File: config.mk
export PLATFORM = sky130hd
export DESIGN_NAME = sih_modunit
export DESIGN_NICKNAME = d
export VERILOG_FILES = /design/src/design/sih_pkg.sv /design/src/design/sih_modunit.sv
export SDC_FILE = /design/constraint.sdc
export NUM_CORES = 1
export LEC_CHECK = 0
export ABC_AREA = 1
export BUFFER_PORTS_ARGS = -buffer_cell sky130_fd_sc_hd__buf_2
export CAP_MARGIN = 20
export CORE_UTILIZATION = 45
export CTS_BUF_LIST = sky130_fd_sc_hd__clkbuf_4 sky130_fd_sc_hd__clkbuf_8 sky130_fd_sc_hd__clkbuf_16
export CTS_CLUSTER_DIAMETER = 120
export DETAILED_ROUTE_END_ITERATION = 10
export GPL_TIMING_DRIVEN = 0
export PLACE_DENSITY = 0.7
export RECOVER_POWER = 100
export SLEW_MARGIN = 20
export SYNTH_ARGS = -nofsm -noshare
export SYNTH_HDL_FRONTEND = slang
export SYNTH_SLANG_ARGS = --single-unit
File: constraint.sdc
create_clock -name clk -period 5.4 [get_ports clk]
set_input_delay 0.81 -clock clk [delete_from_list [all_inputs] [get_ports clk]]
set_output_delay 0.81 -clock clk [all_outputs]
set_load 0.02 [all_outputs]
File: src/design/sih_pkg.sv
`timescale 1ns / 1ps
`default_nettype none
package sih_pkg;
  localparam int MaxTypes = 128;
  localparam int MaxNameBytes = 64;
  localparam int NameWords = MaxNameBytes / 8;
  localparam int Slots = 2 * MaxTypes;
  localparam int IdW = $clog2(MaxTypes);
  localparam int CntW = $clog2(MaxTypes + 1);
  localparam int SlotW = $clog2(Slots);
  localparam int WordW = $clog2(NameWords);
  localparam int LenW = $clog2(MaxNameBytes + 1);
  localparam int SlotValW = $clog2(MaxTypes + 1);

  localparam logic [1:0] ReqCreate = 2'd0;
  localparam logic [1:0] ReqLookup = 2'd1;
  localparam logic [1:0] ReqName = 2'd2;
  localparam logic [1:0] ReqNone = 2'd3;

  localparam logic [1:0] StFound = 2'd0;
  localparam logic [1:0] StCreated = 2'd1;
  localparam logic [1:0] StNotFound = 2'd2;
  localparam logic [1:0] StFull = 2'd3;

  typedef enum logic [3:0] {
    S_IDLE, S_CLEAR, S_MIX, S_MOD, S_PROBE, S_SLOTWAIT, S_CMPLEN, S_CMP,
    S_STORE, S_RESULT, S_NAMELEN, S_NAME
  } state_t;

  typedef enum logic [2:0] {
    M_NOT_ADD, M_XOR24, M_ADD38, M_XOR14, M_ADD24, M_XOR28, M_ADD31
  } mix_op_t;

  function automatic logic [63:0] mix_step(input mix_op_t op, input logic [63:0] h);
    logic [63:0] r;
    r = h;
    case (op)
      M_NOT_ADD: r = (~h) + (h << 21);
      M_XOR24: r = h ^ (h >> 24);
      M_ADD38: r = h + (h << 3) + (h << 8);
      M_XOR14: r = h ^ (h >> 14);
      M_ADD24: r = h + (h << 2) + (h << 4);
      M_XOR28: r = h ^ (h >> 28);
      M_ADD31: r = h + (h << 31);
      default: r = h;
    endcase
    return r;
  endfunction
endpackage
`default_nettype wire

File: src/design/sih_modunit.sv
`timescale 1ns / 1ps
`default_nettype none
module sih_modunit (
  input  wire logic clk,
  input  wire logic rst,
  input  wire logic start,
  input  wire logic [63:0] dividend,
  input  wire logic [sih_pkg::SlotW:0] divisor,
  output logic busy,
  output logic [sih_pkg::SlotW-1:0] remainder
);
  // restoring remainder, one dividend bit a cycle
  logic [63:0] dv;
  logic [sih_pkg::SlotW+1:0] rem;
  logic [6:0] cnt;
  logic [sih_pkg::SlotW+1:0] sh;

  assign sh = {rem[sih_pkg::SlotW:0], dv[63]};
  assign remainder = rem[sih_pkg::SlotW-1:0];

  always_ff @(posedge clk) begin
    if (rst) begin
      busy <= 1'b0;
      cnt <= '0;
    end else if (start) begin
      busy <= 1'b1;
      cnt <= 7'd64;
      dv <= dividend;
      rem <= '0;
    end else if (busy) begin
      dv <= dv << 1;
      if (sh >= {1'b0, divisor}) rem <= sh - {1'b0, divisor};
      else rem <= sh;
      cnt <= cnt - 7'd1;
      if (cnt == 7'd1) busy <= 1'b0;
    end
  end
endmodule
`default_nettype wire

## Word level (Yosys, flattened, before mapping)

Index checks and enable logic that the tools add are counted.

| cells by class | value |
|---|---|
| order comparisons | 1 |
| mux-type cells | 9 |
| $add $sub $neg | 2 |
| bitwise logic cells | 1 |
| reduce and logical (&&, ||, !) cells | 3 |
| eq/ne operators | 1 |

Operators by type and width:

| cell | number |
|---|---|
| $mux W64 | 2 |
| $mux W9 | 2 |
| $mux W7 | 2 |
| $ge A10 B9 Y1 | 1 |
| $sub A9 B9 Y9 | 1 |
| $eq A7 B1 Y1 const B | 1 |
| $sub A7 B1 Y7 const B | 1 |
| $mux W1 | 3 |
| $reduce_and A2 Y1 | 1 |
| $reduce_bool A2 Y1 | 1 |
| $reduce_or A2 Y1 | 1 |
| $not A1 Y1 | 1 |

| word-level totals | value |
|---|---|
| register bits | 81 |
| input port bits | 76 |

## Depth between registers and ports, before layout

Gate-level depths: netlist of run 1.

| depth | value |
|---|---|
| depth after elaboration | 4 |
| mapped depth | 13 |
| mapped depth without buffers | 13 |

## Worst setup path before layout of run 1

OpenSTA, ideal clock, no wires.

| path | value |
|---|---|
| path kind | input to register |
| from | input start |
| to | register dv[0], enable pin |
| library setup time | 0.529 ns |
| stages | 3 |
| slack | 0.324 ns |
| data arrival time | 4.547 ns |
| cells stage by stage | inv_1 > buf_6 > a21oi_1 |

| on the way | value |
|---|---|
| cells in the longest elaborated chain, start to end | 2 |

RTL lines:

| what | RTL line | RTL |
|---|---|---|
| from (decl) | sih_modunit.sv:6 | `input wire logic start,` |
| $reduce_bool A2 Y1 (no line) | - |  |
| $reduce_and A2 Y1 (no line) | - |  |
| to (signal assigned) | sih_modunit.sv:28 | `dv <= dividend;` |
| to (signal assigned) | sih_modunit.sv:31 | `dv <= dv << 1;` |
| to (decl) | sih_modunit.sv:13 | `logic [63:0] dv;` |

No other way between the ends.
A chain may end at the register's enable or synchronous reset.

## Worst setup path after layout of run 1

| path | value |
|---|---|
| from | input start |
| to | register dv[39], enable pin |

Same word-level chain as after synthesis.

==> metrics list, run 1 <==
- Sink Count: 81
- Total Negative Setup Slacks: 0 ns
- Overall track demand over capacity in global routing: 17.64%
* Fraction of layout instances using a drive strength above 1: 18.07%
- Of all nets on the critical path, the largest fanout is 23.
* Placed wire-length estimate after detailed placement: 6003 µm
- In this run the most critical hold path is launched from cnt[0]$_SDFFE_PP0P_.
- Filler cells: 847
- The mapped netlist covers 4198 µm².
- The floorplan step defined a die boundary enclosing 9719 µm².
* Leakage power figure: 2.450 nW
- Data arrives at the worst endpoint at 3.49 ns.
- Worst Hold Path EP: cnt[0]$_SDFFE_PP0P_
- In this run, the combinational gates consume 16.1% of the power.
- Setup slack closes at 1.955 ns.
- Type of origin of the critical path: primary input
* Number of antenna violations at the first check in global routing: 0
- The worst register-to-register path ends at dv[39]$_DFFE_PP_.
* Net count, final: 675
- The tree is rooted in a sky130_fd_sc_hd__clkbuf_8.
- Simple-Gate Fraction of Synth Area: 29.48%
* Crit path time final: 3.445 ns
- P_int: 1.147 mW
* Category of cells accounting for the largest share of critical-path delay: buffers and inverters
* Number of enable-type register cells in the synthesized netlist: 73
* Flops & latches, synth: 81
* Number of clock buffers inserted by TritonCTS: 9
- The number of setup buffers added after CTS is 0.
- Final clock period utilization by the worst path: 63.80%
- Synthesized-area fraction occupied by ao, oa, aoi and oai cells: 1.878%
- The clock reaches the later pin of the worst-skew pair after 0.34 ns.
* First-pass iteration count of the detailed router: 4
* Cell at the slowest stage of the critical path: sky130_fd_sc_hd__clkbuf_1
- During synthesis, Yosys emitted a total of 0 warnings.
- Launch instance of the worst register-to-register path: busy$_SDFF_PP0_
* Synth cell count leaders: sky130_fd_sc_hd__nand2_1, sky130_fd_sc_hd__edfxtp_1, sky130_fd_sc_hd__inv_1
* Type of the setup path with the least slack: in -> reg
- Of the total power, the clock network draws 34.2%.
- STA puts the critical path data required time at 5.45 ns.
* Type of destination of the critical path: register
- The first global-routing pass estimated 13670 µm of wire.
- Sequential fraction of the synthesis area: 56.04%
- Counting both buffers and inverters, the worst setup path holds a total of 5.
- Number of H-tree levels: 3
- The final number of hold-violating endpoints came to 0.
* Post-Syn Instances: 489
- Static timing analysis puts the maximum clock frequency at 0.2903 GHz.
* Run status: complete, no violations
- Routed vias/inst: 4.663
- Row generation in the floorplan step produced 34 rows.
- Post-synth ARST share: 0%
- After synthesis, the largest family of logic cells by area is simple AND/OR/NAND/NOR gates.
- Overflow left after global routing: 0
- Area share of the largest cell type after synthesis: 52.22%
- Placed Area: 4847 µm²
- After Yosys synthesis, XOR and XNOR cells account for 1.043% of the synthesized area.
- The number of nets in the synthesized netlist is 577.
- In this run the tool buffered the top-level ports with 84 buffer cells.
- Post-cts repair resize count: 0
- The number of pins with negative max-slew slack in the final report is 0.
- The repair_antennas step left the layout with diodes totalling 0.
- CTS max path bufs: 2
* Post-Synth Adder-Cell Area: 3.756%
- Synth cell types: 29
- MaxCap Viol Count: 0
- The most numerous cell type found on the critical path is sky130_fd_sc_hd__clkbuf_1.
* Number of setup violations in the final report: 0
* Total power of the final layout: 1.527 mW
* Synth-to-Final Area Change: 18.42%
- The most common cell in the synthesized netlist is sky130_fd_sc_hd__nand2_1.
- Unrepaired setup endpoints after global routing: no
- Routability-driven placement finished with a final weighted congestion of 0.8395.
- Proportion of power drawn by flip-flops and latches: 49.7%
- Dividing total power by cell area gives a power density of 307.1 nW/µm².
- From left edge to right edge, the die measures 98.59 µm.
- Headroom to the max-slew limit came out at 16.16%.
* Switch Pwr: 0.3798 mW
- Delay contributed by the slowest stage of the critical path: 0.99 ns
* Via count of the first global-routing pass: 3137
* Starting density of the core: 47.21%
* Top-level I/O count: 85
- Worst min-delay path category: reg -> reg
* Maximum number of pins on one net before global-route repair: 24
- Slack of the worst reg-to-reg path: 2.45 ns
- Each instance of the synthesized netlist takes up on average 8.584 µm².
* Multiplexer fraction of the synthesized cell area: 0%
- Ys flop type: sky130_fd_sc_hd__edfxtp_1
- Area leader, netlist: sky130_fd_sc_hd__edfxtp_1
- Drt first-iter violations: 120
* Remaining antenna violation count: 0
* Number of cells traversed by the worst hold path: 2
- Switching part of the total: 24.88%
* Clock transition at the register clock pins on the worst setup and hold paths after CTS: 0.08 ns
- DIE HEIGHT: 98.59 µm
- TritonCTS built the clock tree.
- Actual slew at the worst max-slew pin: 1.258 ns
* Number of buffers inserted by hold repair at cts: 0
* Final Routed Wirelength: 8034 µm
- Number of vias in the routed layout: 3264
- After detailed routing, the average wire length per cell comes to 11.48 µm.
* Core region area: 8891 µm²
* Cell types occupying the most area after synthesis: sky130_fd_sc_hd__edfxtp_1, sky130_fd_sc_hd__nand2_1, sky130_fd_sc_hd__inv_1
- The clock arrives with 0.01163 ns of skew.
- Layout Cell Area excl Fill: 4971 µm²
- List of cells traversed by the critical path: clkbuf_1 > inv_1 > clkbuf_1 > a21oi_1 > clkbuf_1 > buf_16
- Number of cells traversed by the worst register-to-register path: 4
- Worst Setup Slack post-DPL: 2.983 ns
- In the routed design, unresolved DRC markers number 0.
* Maximum vdd ir drop: 0.0001695 V
routing by layer:
layer | GRT usage, % | up-vias | part of all wire, %
li1 | - | 1729 | -
met1 | 22.82 | 1439 | 47
met2 | 30.39 | 86 | 47
met3 | 2.766 | 10 | 4.5
met4 | 5.855 | 0 | 1.2
met5 | 0 | - | 0
area by class of cell:
class / instances / area [µm²] / area share (%)
multi-input combinational: 333 / 1490 / 29.98
tap: 108 / 135.1 / 2.718
inverter: 52 / 195.2 / 3.926
buffer: 23 / 116.4 / 2.341
clock buffer: 10 / 131.4 / 2.643
clock inverter: 6 / 106.4 / 2.139
sequential: 81 / 2352 / 47.32
timing repair buffer: 87 / 444.2 / 8.935
stage by stage:
step	hold slack [ns]	instances	utilization (%)
after floorplan	0.4627	489	-
after global placement	0.4778	681	53.46
after detailed placement	0.4809	684	54.52
after CTS	0.4926	700	57.19
after global routing	0.5231	700	55.91
final	0.4920	700	55.91
power by group through the flow:
stage                     Clock, mW  Combinational [mW]  Sequential (mW)
final                         0.522               0.246            0.758
after detailed placement          0               0.264            0.772
after CTS                     0.534               0.264            0.758
after global routing          0.553               0.284            0.763
after floorplan                   0               0.180            0.771
after global placement            0               0.245            0.777
sequential cells by signal (all words and copies together) (netlist names):
name / count
dv: 64
rem: 9
cnt: 7
busy: 1
logic make-up (layout without fill, tap and decap cells):
family,Yosys count,in the layout
fa+ha+maj,12,12
buf+inv,75,178
xor+xnor,5,5
simple gates,303,303
compound gates,13,13
flops,81,81
how the worst max path moves through the flow:
stage	endpoint	start	cells after the start	slack, ns
floorplan	dv[0]$_SDFFCE_PN0P_	start	3	0.32
global placement	dv[20]$_DFFE_PP_	start	4	-1.24
detailed placement	rem[6]$_SDFFCE_PP0P_	divisor[0]	12	2.98
CTS	rem[6]$_SDFFCE_PP0P_	divisor[0]	12	3.34
global route	dv[39]$_DFFE_PP_	start	6	1.66
finish	dv[39]$_DFFE_PP_	start	6	1.95
worst reg2reg max path, delay by kind of cell (launching register included):
kind                   cells  cell delay (ns)
flip-flops                 1             0.42
AO/OA/AOI/OAI              1             0.86
buffers and inverters      3             1.37
cells in the final DEF, fill, tap and decap left out, drive strengths merged:
cell	netlist	final
inv	52	52
nor2	28	28
ha	11	11
edfxtp	73	73
xnor2	1	1
nand4	3	3
clkinv	0	3
xor2	4	4
nand2	247	247
a21oi	10	10
nand3	19	19
nor3	5	5
o21bai	1	1
clkbuf	8	37
o21ai	2	2
buf	15	83
nand3b	1	1
fa	1	1
bufinv	0	3
dfxtp	8	8
No activity file was read; power rests on OpenSTA's default activity.
==> inputs of run 2 (changes only) <==
Settings changed: ABC_AREA 1 to 0, PLACE_DENSITY 0.7 to 0.68.
Clock period 5.4 ns to 3.23 ns, I/O delays scaled along.
==> run 2 against run 1 <==
Net effect: clock power grew 57%; cell area shrank 5.1%; global-route usage shrank 1.3 points; combinational power grew 60%; power grew 62%; highest routed layer unchanged; sequential power grew 66%; synthesized area shrank 6.0%; first-iteration DRC count shrank 47%; flip-flop and latch count is the same; sequential share of layout area grew 2.5 points; worst hold slack lost 0.17 ns.
==> metrics list, run 2 <==
- Count of placed standard cells including taps: 468 (-32%)
- Placed wire-length estimate after detailed placement: 4889 µm (-19%)
- Remaining antenna violation count: 0 (unchanged)
- The routability-driven placement congestion ratio came to 0.7483 (-11%).
- The worst setup margin was 0.5911 ns (-1.364 ns).
* Final Hold Violating Endpoints: 0 (unchanged)
- Ys flop type: sky130_fd_sc_hd__edfxtp_1
* Worst min-delay path category: in -> reg
* Synthesized-area fraction occupied by ao, oa, aoi and oai cells: 5.105% (+3.2 points)
* Max FO, Critical Path: 26 (+13%)
* Post-cts repair resize count: 0 (unchanged)
- The area growth from synthesis to layout is 19.56%.
* Synthesized area per cell: 14.30 µm² (+67%)
* Maximum number of pins on one net before global-route repair: 27 (+13%)
- CP Data Arrival Time: 2.61 ns (-0.88 ns)
- Sink Count: 81 (unchanged)
- The number of synthesized flops with an enable pin is 73 (unchanged).
- Via count of the first global-routing pass: 2361 (-25%)
- The post-route DRC violation count was 0 (unchanged).
- First-pass iteration count of the detailed router: 4 (unchanged)
* Setup clock skew after layout: 0.01380 ns (+0.002168 ns)
- Final Routed Wirelength: 6760 µm (-16%)
- The total overflow reported by the global router is 0 (unchanged).
- The gate count of the mapped netlist came to 276 (-44%).
* Number of buffer cells added on primary ports: 84 (unchanged)
- Unrepaired setup endpoints after global routing: no
- The share of synthesized cell area in full adder, half adder and majority cells came to 3.995% (+0.24 points).
- Headroom to the max-slew limit: 51.44% (+35 points)
- The post-route cell area came to 4718 µm² (-5.1%).
- The worst setup path is of the in -> reg kind.
* Netlist area before placement: 3946 µm² (-6.0%)
- The die area is 9148 µm² (-5.9%).
* DIE HEIGHT: 95.65 µm (-3.0%)
- Net count, final: 462 (-32%)
- Ant diodes: 0 (unchanged)
* Starting density of the core: 47.31% (+0.10 points)
- Actual slew at the worst max-slew pin: 0.7257 ns (-0.5319 ns)
* Number of buffers inserted by hold repair at cts: 0 (unchanged)
* Drt first-iter violations: 64 (-47%)
- TritonCTS built the clock tree.
* Final instance count without filler cells: 484 (-31%)
- Max FFs per register: 64 (unchanged)
- The leakage power total is 1.873 nW (-24%).
- The worst register-to-register path begins at dv[63]$_DFFE_PP_.
* Largest reg by FF count: dv
- Leaving out fill and tap cells, the most frequent cell in the layout is sky130_fd_sc_hd__buf_2.
- Sequential fraction of the synthesis area: 59.61% (+3.6 points)
- Regs by FF count: dv: 64 flops, rem: 9 flops, cnt: 7 flops
* Number of pins with negative max-slew slack in the final report: 0 (unchanged)
- The delay contributed by the slowest stage of the critical path is 0.57 ns (-0.42 ns).
- The post-CTS setup-driven buffer insertion count came to 0 (unchanged).
- Flops & latches, synth: 81 (unchanged)
- The number of unique standard cell types used by synthesis came to 46 (+59%).
- The total CTS buffers came to 9 (unchanged).
* Combinational family with the most area after synthesis: multiplexers
- CP Launch Point: start
* Final clock period utilization by the worst path: 81.70%
- The simple-gate share of the synthesized area came to 5.992% (-23 points).
- Multiplexer fraction of the synthesized cell area: 19.02% (+19 points)
* Clk Latency, worst-skew pair: 0.34 ns (about the same)
* Startpoint of the tightest hold check path: rst
- Type of destination of the critical path: register
- CTS max path bufs: 2 (unchanged)
* Post-Synthesis Net Count: 364 (-37%)
* Cell at the slowest stage of the critical path: sky130_fd_sc_hd__nor2_1
* Total Negative Setup Slacks: 0 ns (unchanged)
* Crit path required time: 3.20 ns (-2.25 ns)
- In this run the critical register-to-register path is captured at rem[1]$_SDFFCE_PP0P_.
- Number of cells traversed by the worst register-to-register path: 10 (+6)
- The site row count is 33 (-2.9%).
- The worst hold path stage count is 2 (unchanged).
- Worst hold-check slack: 0.3176 ns (-0.1744 ns)
* Synthesis warning total: 0 (unchanged)
- The placed cell area is 4573 µm² (-5.7%).
- List of cells traversed by the critical path: clkbuf_1 > clkbuf_1 > nor2_1 > nor2_1 > buf_12 > clkbuf_2
- Library cell used as clock root buffer: sky130_fd_sc_hd__clkbuf_8
- The worst-case register-to-register setup slack is 0.65 ns (-1.80 ns).
* Core region area: 8341 µm² (-6.2%)
- Overall track demand over capacity in global routing: 16.35% (-1.3 points)
- The first-pass GRT wire length is 11060 µm (-19%).
- Crit path time final: 2.639 ns
- Area leader, netlist: sky130_fd_sc_hd__edfxtp_1
* Power density over the cells: 524.3 nW/µm² (+71%)
* Post-synth ARST share: 0% (unchanged)
- Top-level I/O count: 85 (unchanged)
* MaxCap Viol Count: 0 (unchanged)
* Die extent in x: 95.65 µm (-3.0%)
- The top-area cell type share of the netlist area came to 55.55% (+3.3 points).
* Number of setup violations in the final report: 0 (unchanged)
- Xor-xnor portion of the synthesized cell area: 1.997% (+0.95 points)
- Type of origin of the critical path: primary input
- Number of H-tree levels: 3 (unchanged)
- Most used cells in the layout excluding fill and tap cells: sky130_fd_sc_hd__buf_2, sky130_fd_sc_hd__edfxtp_1, sky130_fd_sc_hd__mux2_2
- Worst Setup Slack post-DPL: 0.5184 ns (-2.464 ns)
- Max frequency: 0.3789 GHz
- Fraction of layout instances using a drive strength above 1: 44.85% (+27 points)
- The via count normalized by instance count came to 5.006 (+7.4%).
- The vias after detailed routing was 2423 (-26%).
- Library cell with the highest instance count after synthesis: sky130_fd_sc_hd__edfxtp_1
* Clock transition at the register clock pins on the worst setup and hold paths after CTS: 0.09 ns (about the same)
- Maximum vdd ir drop: 0.0002723 V (+61%)
- Synth cell count leaders: sky130_fd_sc_hd__edfxtp_1, sky130_fd_sc_hd__mux2_2, sky130_fd_sc_hd__nor2_1
* Worst Hold Path EP: cnt[6]$_SDFFE_PP0N_
* Cell types occupying the most area after synthesis: sky130_fd_sc_hd__edfxtp_1, sky130_fd_sc_hd__mux2_2, sky130_fd_sc_hd__dfxtp_1
* DR WL/cell: 13.97 µm (+22%)
- The initial antenna violation count is 0 (unchanged).
* Run status: complete, no violations
## run 2: per-stage QoR
step                total power, mW  utilization [%]
floorplan                     1.578                -
global placement              1.685            53.96
detailed placement            1.706            54.83
CTS                           2.533            57.49
global route                  2.605            56.57
finish                        2.474            56.57
## run 2: final cells by class
class                           instances  area, µm²
Clock buffer                           10      131.4
Fill cell                             712       3622
Sequential cell                        81       2352
Buffer                                 19      108.9
Timing Repair Buffer                   87      439.2
Tap cell                              105      131.4
Clock inverter                          6      90.09
Multi-Input combinational cell        161       1409
Inverter                               15      56.30
## run 2: worst max path at each step
stage	cells past startpoint	to	slack [ns]
after floorplan	3	dv[0]$_SDFFCE_PN0P_	0.06
after global placement	4	dv[40]$_DFFE_PP_	-1.19
after detailed placement	10	rem[1]$_SDFFCE_PP0P_	0.52
after CTS	10	rem[1]$_SDFFCE_PP0P_	0.64
after global routing	6	rem[7]$_SDFFCE_PP0P_	0.34
final	6	rem[7]$_SDFFCE_PP0P_	0.59
## run 2: kinds of logic after synthesis
group	after synthesis
flip-flops	81
multiplexers	67
AND/OR/NAND/NOR	48
buffers and inverters	34
AO/OA/AOI/OAI	25
adder cells (fa/ha/maj)	12
XOR/XNOR	9
## run 2: report_power, final
group | internal [mW] | switching (mW)
logic | 0.201 | 0.193
clock network | 0.447 | 0.369
registers | 1.24 | 0.0274
## run 2: routing by layer
metal / wire (µm) / global-route usage, % / vias to the layer above / share of wire [%]
li1: - / - / 1213 / -
met2: 3137 / 25.00 / 58 / 46
met3: 437 / 6.140 / 2 / 6.5
met1: 3153 / 21.62 / 1150 / 47
met4: 32 / 4.851 / 0 / 0.47
met5: 0 / 0 / - / 0
## run 2: worst max-delay path: cells and delay by family
family / cells / cell delay (ns)
buffers and inverters: 4 / 1.45
and+or+nand+nor: 2 / 0.65
==> inputs of run 3 (changes only) <==
Clock period 3.23 ns to 2.75 ns, I/O delays scaled along.
==> run 3 against run 2 <==
Net effect: first-iteration DRC count rose by 50%; worst hold slack worse by 0.059 ns; global-route usage rose by 0.34 points; sequential share of layout area down 0.56 points; cell area rose by 1.1%; cell count stayed put; clock power is 8.0% higher; critical path depth up 4; power increased by 15%; clock skew decreased by 0.0038 ns; flip-flop and latch count did not move; utilization up 0.65 points; critical path type is now reg -> reg.
==> metrics list, run 3 (synthesis gave the netlist of run 2 again) <==
* Filler cells: 719 (+0.98%)
* First-pass GRT wire length: 11310 µm (+2.3%)
- The number of max-cap violations is 0 (unchanged).
* Routed vias/inst: 5.087 (+1.6%)
- The internal power contribution came to 2.131 mW (+13%).
- Most frequent CP cell: sky130_fd_sc_hd__inv_1
- Switch Pwr: 0.7252 mW (+23%)
* Final Hold Violating Endpoints: 0 (unchanged)
* Area of all sequential standard cells: 2352 µm² (unchanged)
- The number of pins with negative max-slew slack in the final report was 0 (unchanged).
* Regs by FF count: dv: 64 flops, rem: 9 flops, cnt: 7 flops
- The number of global-route vias before repair was 2406 (+1.9%).
- The die area came to 9148 µm² (unchanged).
- The library cells used most frequently in the layout, excluding fill and tap cells, are sky130_fd_sc_hd__buf_2, sky130_fd_sc_hd__edfxtp_1, sky130_fd_sc_hd__mux2_2.
- Count of placed standard cells including taps: 468 (unchanged)
* Core region area: 8341 µm² (unchanged)
- Headroom to the max-slew limit: 21.47% (-30 points)
- The share of final-layout standard cells stronger than drive strength 1 came to 45.65% (+0.79 points).
* Top-level I/O count: 85 (unchanged)
* Max FO, Critical Path: 10 (-62%)
- TritonCTS built the clock tree.
- The HPWL after detailed placement is 4947 µm (+1.2%).
- Combined area of the multi-input logic cells: 1429 µm² (+1.4%)
- Final instance count without filler cells: 484 (unchanged)
- Busiest grt layer: met2
- Delay contributed by the slowest stage of the critical path: 0.40 ns (-0.17 ns)
* Largest reg by FF count: dv
* Crit path time final: 2.522 ns
- Die extent in x: 95.65 µm (unchanged)
- CP Data Arrival Time: 2.61 ns (about the same)
* M3 GR Usage: 4.545% (-1.6 points)
* Starting density of the core: 47.31% (unchanged)
* Ant diodes: 0 (unchanged)
- The fraction of power spent switching nets was 25.39% (+1.6 points).
* List of cells traversed by the critical path: inv_1 > ha_1 > inv_1 > fa_1 > a21o_1 > a221oi_4 > a31oi_2 > buf_6 > mux2i_1 > nor2_1
- Unrepaired setup endpoints after global routing: no
- The final core utilization was 57.22% (+0.65 points).
* Run status: complete, no violations
* Total power of the final layout: 2.856 mW (+15%)
- Remaining antenna violation count: 0 (unchanged)
* GR met1 Demand/Resource: 21.83% (+0.21 points)
- The maximum vdd ir drop is 0.0002887 V (+6.0%).
- The slowest stage of the critical path is the sky130_fd_sc_hd__fa_1 cell.
- Overall track demand over capacity in global routing: 16.69% (+0.34 points)
- The worst setup margin came to 0.2276 ns (-0.3635 ns).
- Actual slew at the worst max-slew pin: 1.177 ns (+0.4509 ns)
- The y dimension of the die came to 95.65 µm (unchanged).
- Clk pwr share: 30.9% (-2.1 points)
- Number of H-tree levels: 3 (unchanged)
- The final-stage net count came to 462 (unchanged).
- Leakage power figure: 1.880 nW (+0.38%)
* Number of antenna violations at the first check in global routing: 0 (unchanged)
- Number of clock buffers inserted by TritonCTS: 9 (unchanged)
- The mean routed wirelength per cell was 14.60 µm (+4.6%).
* Remaining routing DRC violations: 0 (unchanged)
- The combinational fraction of design power came to 17.1% (+1.2 points).
- The TritonCTS sink count came to 81 (unchanged).
* Number of vias in the routed layout: 2462 (+1.6%)
- CTS placed an instance of sky130_fd_sc_hd__clkbuf_8 at the clock tree root.
- The met2 global-route usage came to 26.13% (+1.1 points).
- The clock latency of the later-clocked register in the worst-skew pair is 0.35 ns (about the same).
- The clock-pin transition on the worst setup and hold timing paths came to 0.09 ns (about the same).
- The pin count of the biggest net entering global routing came to 22 (-19%).
* First-pass iteration count of the detailed router: 6 (+2)
- Power density over the cells: 598.5 nW/µm² (+14%)
- Final clock period utilization by the worst path: 91.73%
- Most common cell after layout, fill and taps aside: sky130_fd_sc_hd__buf_2
- Number of setup violations in the final report: 0 (unchanged)
- The worst setup path is captured at a register.
- The routability-driven placement congestion ratio came to 0.7555 (+0.96%).
- Max FFs per register: 64 (unchanged)
- Total Negative Setup Slacks: 0 ns (unchanged)
* Max frequency: 0.3964 GHz
- The register share of total power was 52.0% (+0.9 points).
- The critical path data required time was 2.84 ns (-0.36 ns).
* Number of buffer cells added on primary ports: 84 (unchanged)
- Row count: 33 (unchanged)
* Overflow left after global routing: 0 (unchanged)
- Worst min-delay path category: in -> reg
- The number of violations reported at the end of detailed-routing iteration 0 came to 96 (+50%).
- Worst Setup Slack post-DPL: 0.06202 ns (-0.4564 ns)
- Setup clock skew after layout: 0.009991 ns (-0.003809 ns)
- Final Routed Wirelength: 7068 µm (+4.6%)
- CTS max path bufs: 2 (unchanged)
- Type of origin of the critical path: register
* Synth-to-Final Area Change: 20.93%
- By startpoint and endpoint, the worst setup path is classified as reg -> reg.
run 3: cell types whose count changed in the layout (fill, tap and decap cells not counted), sizes merged:
cell      change
clkbuf        -3
buf           +2
clkinvlp      +2
bufinv        -1
clkinv        -1
inv           +1
run 3: through the flow:
stage                     hold slack (ns)  area, µm²
final                              0.2582       4772
after global routing               0.2344       4772
after CTS                          0.2594       4790
after detailed placement           0.5061       4588
after global placement             0.4814       4506
after floorplan                    0.4685       3954
run 3: area by class of cell:
type | instances | share of cell area, %
plain buffers | 19 | 2.281
clock buffers | 9 | 2.596
clock inverters | 7 | 1.626
inverters | 15 | 1.180
multi-input cells | 161 | 29.94
flip-flops and latches | 81 | 49.29
well taps | 105 | 2.753
repair buffers | 87 | 10.33
run 3: final timing paths:
path / to / cells after the start / from / slack (ns)
setup reg to reg: rem[1]$_SDFFCE_PP0P_ / 10 / dv[63]$_DFFE_PP_ / 0.23
setup / recovery: rem[1]$_SDFFCE_PP0P_ / 10 / dv[63]$_DFFE_PP_ / 0.23
hold / removal: cnt[6]$_SDFFE_PP0N_ / 2 / rst / 0.26
hold reg to reg: cnt[1]$_SDFFE_PP0P_ / 2 / cnt[1]$_SDFFE_PP0P_ / 0.51
run 3: power by group through the flow:
stage               clock network, mW  logic, mW  registers [mW]
global route                    0.964      0.545            1.50
CTS                             0.913      0.500            1.49
finish                          0.882      0.488            1.49
global placement                    0      0.464            1.51
detailed placement                  0      0.495            1.51
floorplan                           0      0.348            1.50
run 3: timing repair:
item	4_1_cts	5_1_grt
hold buffers	0	0
resized for setup	0	2
buffers inserted	0	0
endpoints found under the setup margin	0	6
run 3: metal layers:
metal / part of all wire (%) / vias up
met4: 0.98 / 0
met2: 49 / 63
met1: 45 / 1181
met5: 0 / -
met3: 5.2 / 6
li1: - / 1212
run 3: critical path, delay by kind of cell (launching register included):
| kind | cells | cell delay, ns |
|---|---|---|
| AO/OA/AOI/OAI | 3 | 0.77 |
| adder cells (fa/ha/maj) | 2 | 0.55 |
| flip-flops | 1 | 0.39 |
| buffers and inverters | 3 | 0.33 |
| multiplexers | 1 | 0.17 |
| AND/OR/NAND/NOR | 1 | 0.05 |
